===== config.mk =====
export PLATFORM = sky130hd
export DESIGN_NAME = ssc_sqrt
export DESIGN_NICKNAME = d
export VERILOG_FILES = /design/src/rtl/core/ssc_pkg.sv /design/src/rtl/core/ssc_sqrt.sv
export SDC_FILE = /design/constraint.sdc
export NUM_CORES = 2
export LEC_CHECK = 0
export BUFFER_PORTS_ARGS = -buffer_cell sky130_fd_sc_hd__buf_2
export CORE_MARGIN = 5
export CORE_UTILIZATION = 66
export CTS_BUF_LIST = sky130_fd_sc_hd__clkbuf_4 sky130_fd_sc_hd__clkbuf_8
export CTS_CLUSTER_SIZE = 25
export DETAILED_ROUTE_END_ITERATION = 6
export GPL_TIMING_DRIVEN = 0
export HOLD_SLACK_MARGIN = 0.15
export PLACE_DENSITY = 0.83
export SYNTH_ARGS = -nofsm -noshare
export SYNTH_HDL_FRONTEND = slang
export SYNTH_SLANG_ARGS = --single-unit

===== constraint.sdc =====
create_clock -name clk -period 4.9 [get_ports clk]
set_clock_uncertainty 0.1 [all_clocks]
set_input_delay 0.98 -clock clk [delete_from_list [all_inputs] [get_ports clk]]
set_output_delay 0.98 -clock clk [all_outputs]
set_load 0.005 [all_outputs]

===== src/rtl/core/ssc_pkg.sv =====
package ssc_pkg;

	localparam int QW      = 32;
	localparam int DW      = 2 * QW;
	localparam int RT      = 32;
	localparam int NORM_FB = 30;

	typedef struct packed {
		logic             rz;
		logic [2:0]       cneg;
		logic [2:0][31:0] ca;
	} cont_sb_t;

	typedef struct packed {
		logic             hit;
		logic             mxz;
		logic [2:0]       neg;
		logic [2:0][30:0] ms;
	} root_sb_t;

	typedef struct packed {
		logic       hit;
		logic       mxz;
		logic [2:0] neg;
	} norm_sb_t;

endpackage


===== src/rtl/core/ssc_sqrt.sv =====
module ssc_sqrt import ssc_pkg::*; #(
	parameter int SB = 1
) (
	input  logic            clk,
	input  logic            en,
	input  logic [2*RT-1:0] rad,
	input  logic [SB-1:0]   sb_in,
	output logic [RT-1:0]   root,
	output logic [SB-1:0]   sb_out
);

	logic [2*RT-1:0] rad_s  [RT+1];
	logic [RT+1:0]   rem_s  [RT+1];
	logic [RT-1:0]   root_s [RT+1];
	logic [SB-1:0]   sb_s   [RT+1];

	assign rad_s[0]  = rad;
	assign rem_s[0]  = '0;
	assign root_s[0] = '0;
	assign sb_s[0]   = sb_in;

	for (genvar k = 0; k < RT; k++) begin : g_step
		logic [RT+3:0] shv;
		logic [RT+3:0] trial;
		logic          ge;

		assign shv   = {rem_s[k], rad_s[k][2*RT-1:2*RT-2]};
		assign trial = {2'b00, root_s[k], 2'b01};
		assign ge    = shv >= trial;

		always_ff @(posedge clk) begin
			if (en) begin
				rad_s[k+1]  <= {rad_s[k][2*RT-3:0], 2'b00};
				rem_s[k+1]  <= ge ? (RT+2)'(shv - trial) : shv[RT+1:0];
				root_s[k+1] <= {root_s[k][RT-2:0], ge};
				sb_s[k+1]   <= sb_s[k];
			end
		end
	end

	assign root   = root_s[RT];
	assign sb_out = sb_s[RT];

endmodule


==> flow_summary.ini <==
[synthesis]
synth_top_area_share_pct = 65.18
synth_area_per_cell_sq_um = 13.05
synth_commonest_cells = edfxtp_1, inv_1, a21oi_1
ys.warnings.count = 0
ys_seq_elements = 2555
synth.area.top_cells = edfxtp_1, ha_1, xnor2_1
dominantRegCellSynth = edfxtp_1
synth_cell_type_count = 97
synth_area_sq_um = 117700
netlist.top_cell.by_area = edfxtp_1
yosysSeqAreaShare_pct = 65.18
synth.most_common_cell = edfxtp_1
synth_nets = 9650
synth_edf_count = 2555
synthArstFlopShare_pct = 0
syn-instance-count = 9021

[power]
cellLeakagePower_uw = 0.05042
irDropWorstVdd_v = 0.0003480
pwr_density_cell_nw_per_um2 = 453.8

[clock_tree]
htreeDepth = 5
clkTransAtPathRegs_ns = 0.06
numCtsBuffers = 407
cts.sinks = 2555
clkLatencyLatePin_ns = 1.10
root_buffer = clkbuf_8
cts_tree = built
post_cts_buffers = 0
cts_max_path_buffers = 4

[critical_path]
worst-path-max-fanout = 10
critPathArrivalTime_ns = 5.36
timing.critical_path.to_type = flop
start_kind = flop
required_ns = 5.62
r2r_setup_slack_ns = 0.27
worstSetupPathType = reg2reg

[global_route]
grt_pass1_vias = 72890
grt_max_degree = 195
grt_pass1_wl_mm = 386.2
antenna_found_initial = 3
globalRouteTotalUtil_pct = 26.06
overflow = 0

[floorplanning]
rows = 155
dieWidth_um = 432.3
design.die.area_sq_um = 186900
core_sq_um = 177800
ios = 100
start_util_pct = 66.19
fp.dieH_um = 432.3

[detailed_routing]
wl_per_cell_um = 19.86
drt-initial-drc-count = 6694
vias = 72950
drc = 2
final_antenna_net_count = 0
drt_pass1_iterations = 7
vias_per_cell = 5.948
totalWireLength_mm = 243.6

[sta]
whs_ns = 0.2705
slew_violations = 0
setup_slack_ns = 0.2691
finalCritPeriodShare_pct = 94.51
tightestPinTransition_ns = 1.184
fmax_mhz = 215.9
setup_viol = 0
rsz0062_at_grt = no
timing_hold_violations_final = 0
slew_headroom_pct = 19.04
min_period_ns = 4.631

[cells_and_area]
final_nets = 10240
n_fill_cell = 11190
drive_gt1_share_pct = 9.175
areaGrowthSynthToFinish_pct = 10.37

[placement]
dp_hpwl_mm = 171.4
place_ws_ns = -0.1009
place.gp.congestion = 0.9081
io_buffers = 99

[flow_run]
cap_violations = 0

[worst_hold_path]
hp-class = reg2reg

[outcome]
status = complete, but fails checks
violations = DRC
==> logic make-up (layout without fill, tap and decap cells) <==
logic type | after synthesis | in the layout | share of synthesized area, %
AOI/OAI and AO/OA | 1757 | 1757 | 9.197
xor gates and xnor gates | 837 | 837 | 6.227
adders and majority gates | 562 | 562 | 5.973
buffers and inverters | 888 | 1774 | 2.859
DFF | 2555 | 2555 | 65.18
muxes | 81 | 81 | 0.7653
other | 1 | 3 | 0.003186
and+or+nand+nor | 2340 | 2340 | 9.798
==> worst max-delay path, stage by stage, from the launching register on <==
cell and delay [ns]:
edfxtp_1 0.40, inv_1 0.07, ha_1 0.36, nor2b_1 0.16, o21ai_0 0.22, a21oi_1 0.13, nor4_1 0.29, o21ai_0 0.39
a41o_1 0.46, a31o_2 0.25, a31oi_1 0.48, clkbuf_2 0.40, clkbuf_1 0.46, nand2_1 0.09, o21ai_0 0.14
==> final cells by class <==
class	instances	area, sq um	area share, %
repair buffers	179	1556	1.198
diodes	2	5.005	0.003852
flip-flops and latches	2555	76720	59.05
clock inverters	176	1120	0.8619
well taps	2355	2947	2.268
plain buffers	160	636.9	0.4902
multi-input cells	5578	37640	28.97
inverters	728	2736	2.106
clock buffers	531	6564	5.052
==> metrics by stage <==
step	total power [uW]	area (sq um)	util, %	std cells	setup TNS [ns]
2_1_floorplan	37950	117700	-	9021	0
3_3_place_gp	43030	121200	68.13	11480	-
3_5_place_dp	41780	121600	68.35	11490	-14.72
4_1_cts	59280	129900	73.05	12260	0
5_1_grt	62040	129900	73.06	12260	0
6_report	58960	129900	73.06	12260	0
==> state kept, by name, summed over array words and instances (netlist names) <==
name / flops
g_step.shv: 1065
rad_s: 930
g_step.trial: 496
root: 32
sb_s: 31
sb_out: 1
==> layer usage <==
| metal | track usage, % | vias to the layer above | part of all wire (%) |
|---|---|---|---|
| li1 | - | 34570 | - |
| met3 | 4.102 | 603 | 6.0 |
| met4 | 9.868 | 0 | 3.7 |
| met2 | 43.85 | 2635 | 49 |
| met1 | 34.67 | 35140 | 41 |
| met5 | 0 | - | 0 |
==> where the power goes <==
group | switching [uW] | internal [uW]
sequential | 1760 | 27600
clock | 7960 | 9380
combinational | 7110 | 5120
total | 16800 | 42100
==> cells in the final DEF (no fill, tap or decap), types with 71 or more instances in the layout <==
master and n:
nor2_1 601, nor2b_1 77, xor2_1 384, a21o_1 247, o21ai_0 395, nand2_1 587
or3_1 87, clkbuf_8 412, nand3_1 162, ha_1 562, clkbuf_1 125, o21a_1 107
mux2_2 71, clkinv_1 92, nor4_1 112, buf_2 111, nand2b_1 105, xnor2_1 453
inv_1 725, a21oi_1 621, clkbuf_4 119, edfxtp_1 2555, nor3_1 199, nand4_1 114
==> repair_timing <==
item,4_1_cts,5_1_grt
resized for setup,0,9
endpoints found under the setup margin,0,52
hold buffers,66,0
hold endpoints to repair,66,0
==> path summary, 6_finish.rpt <==
kind | from | end | cells past startpoint
worst max-delay path | g_step[28].trial[2]$_DFFE_PP_ | g_step[29].shv[22]$_DFFE_PP_ | 14
worst min-delay path | rad_s[1391]$_DFFE_PP_ | rad_s[1329]$_DFFE_PP_ | 0
worst max register to register | g_step[28].trial[2]$_DFFE_PP_ | g_step[29].shv[22]$_DFFE_PP_ | 14
worst min register to register | rad_s[1391]$_DFFE_PP_ | rad_s[1329]$_DFFE_PP_ | 0
No activity file was read; power rests on OpenSTA's default activity.
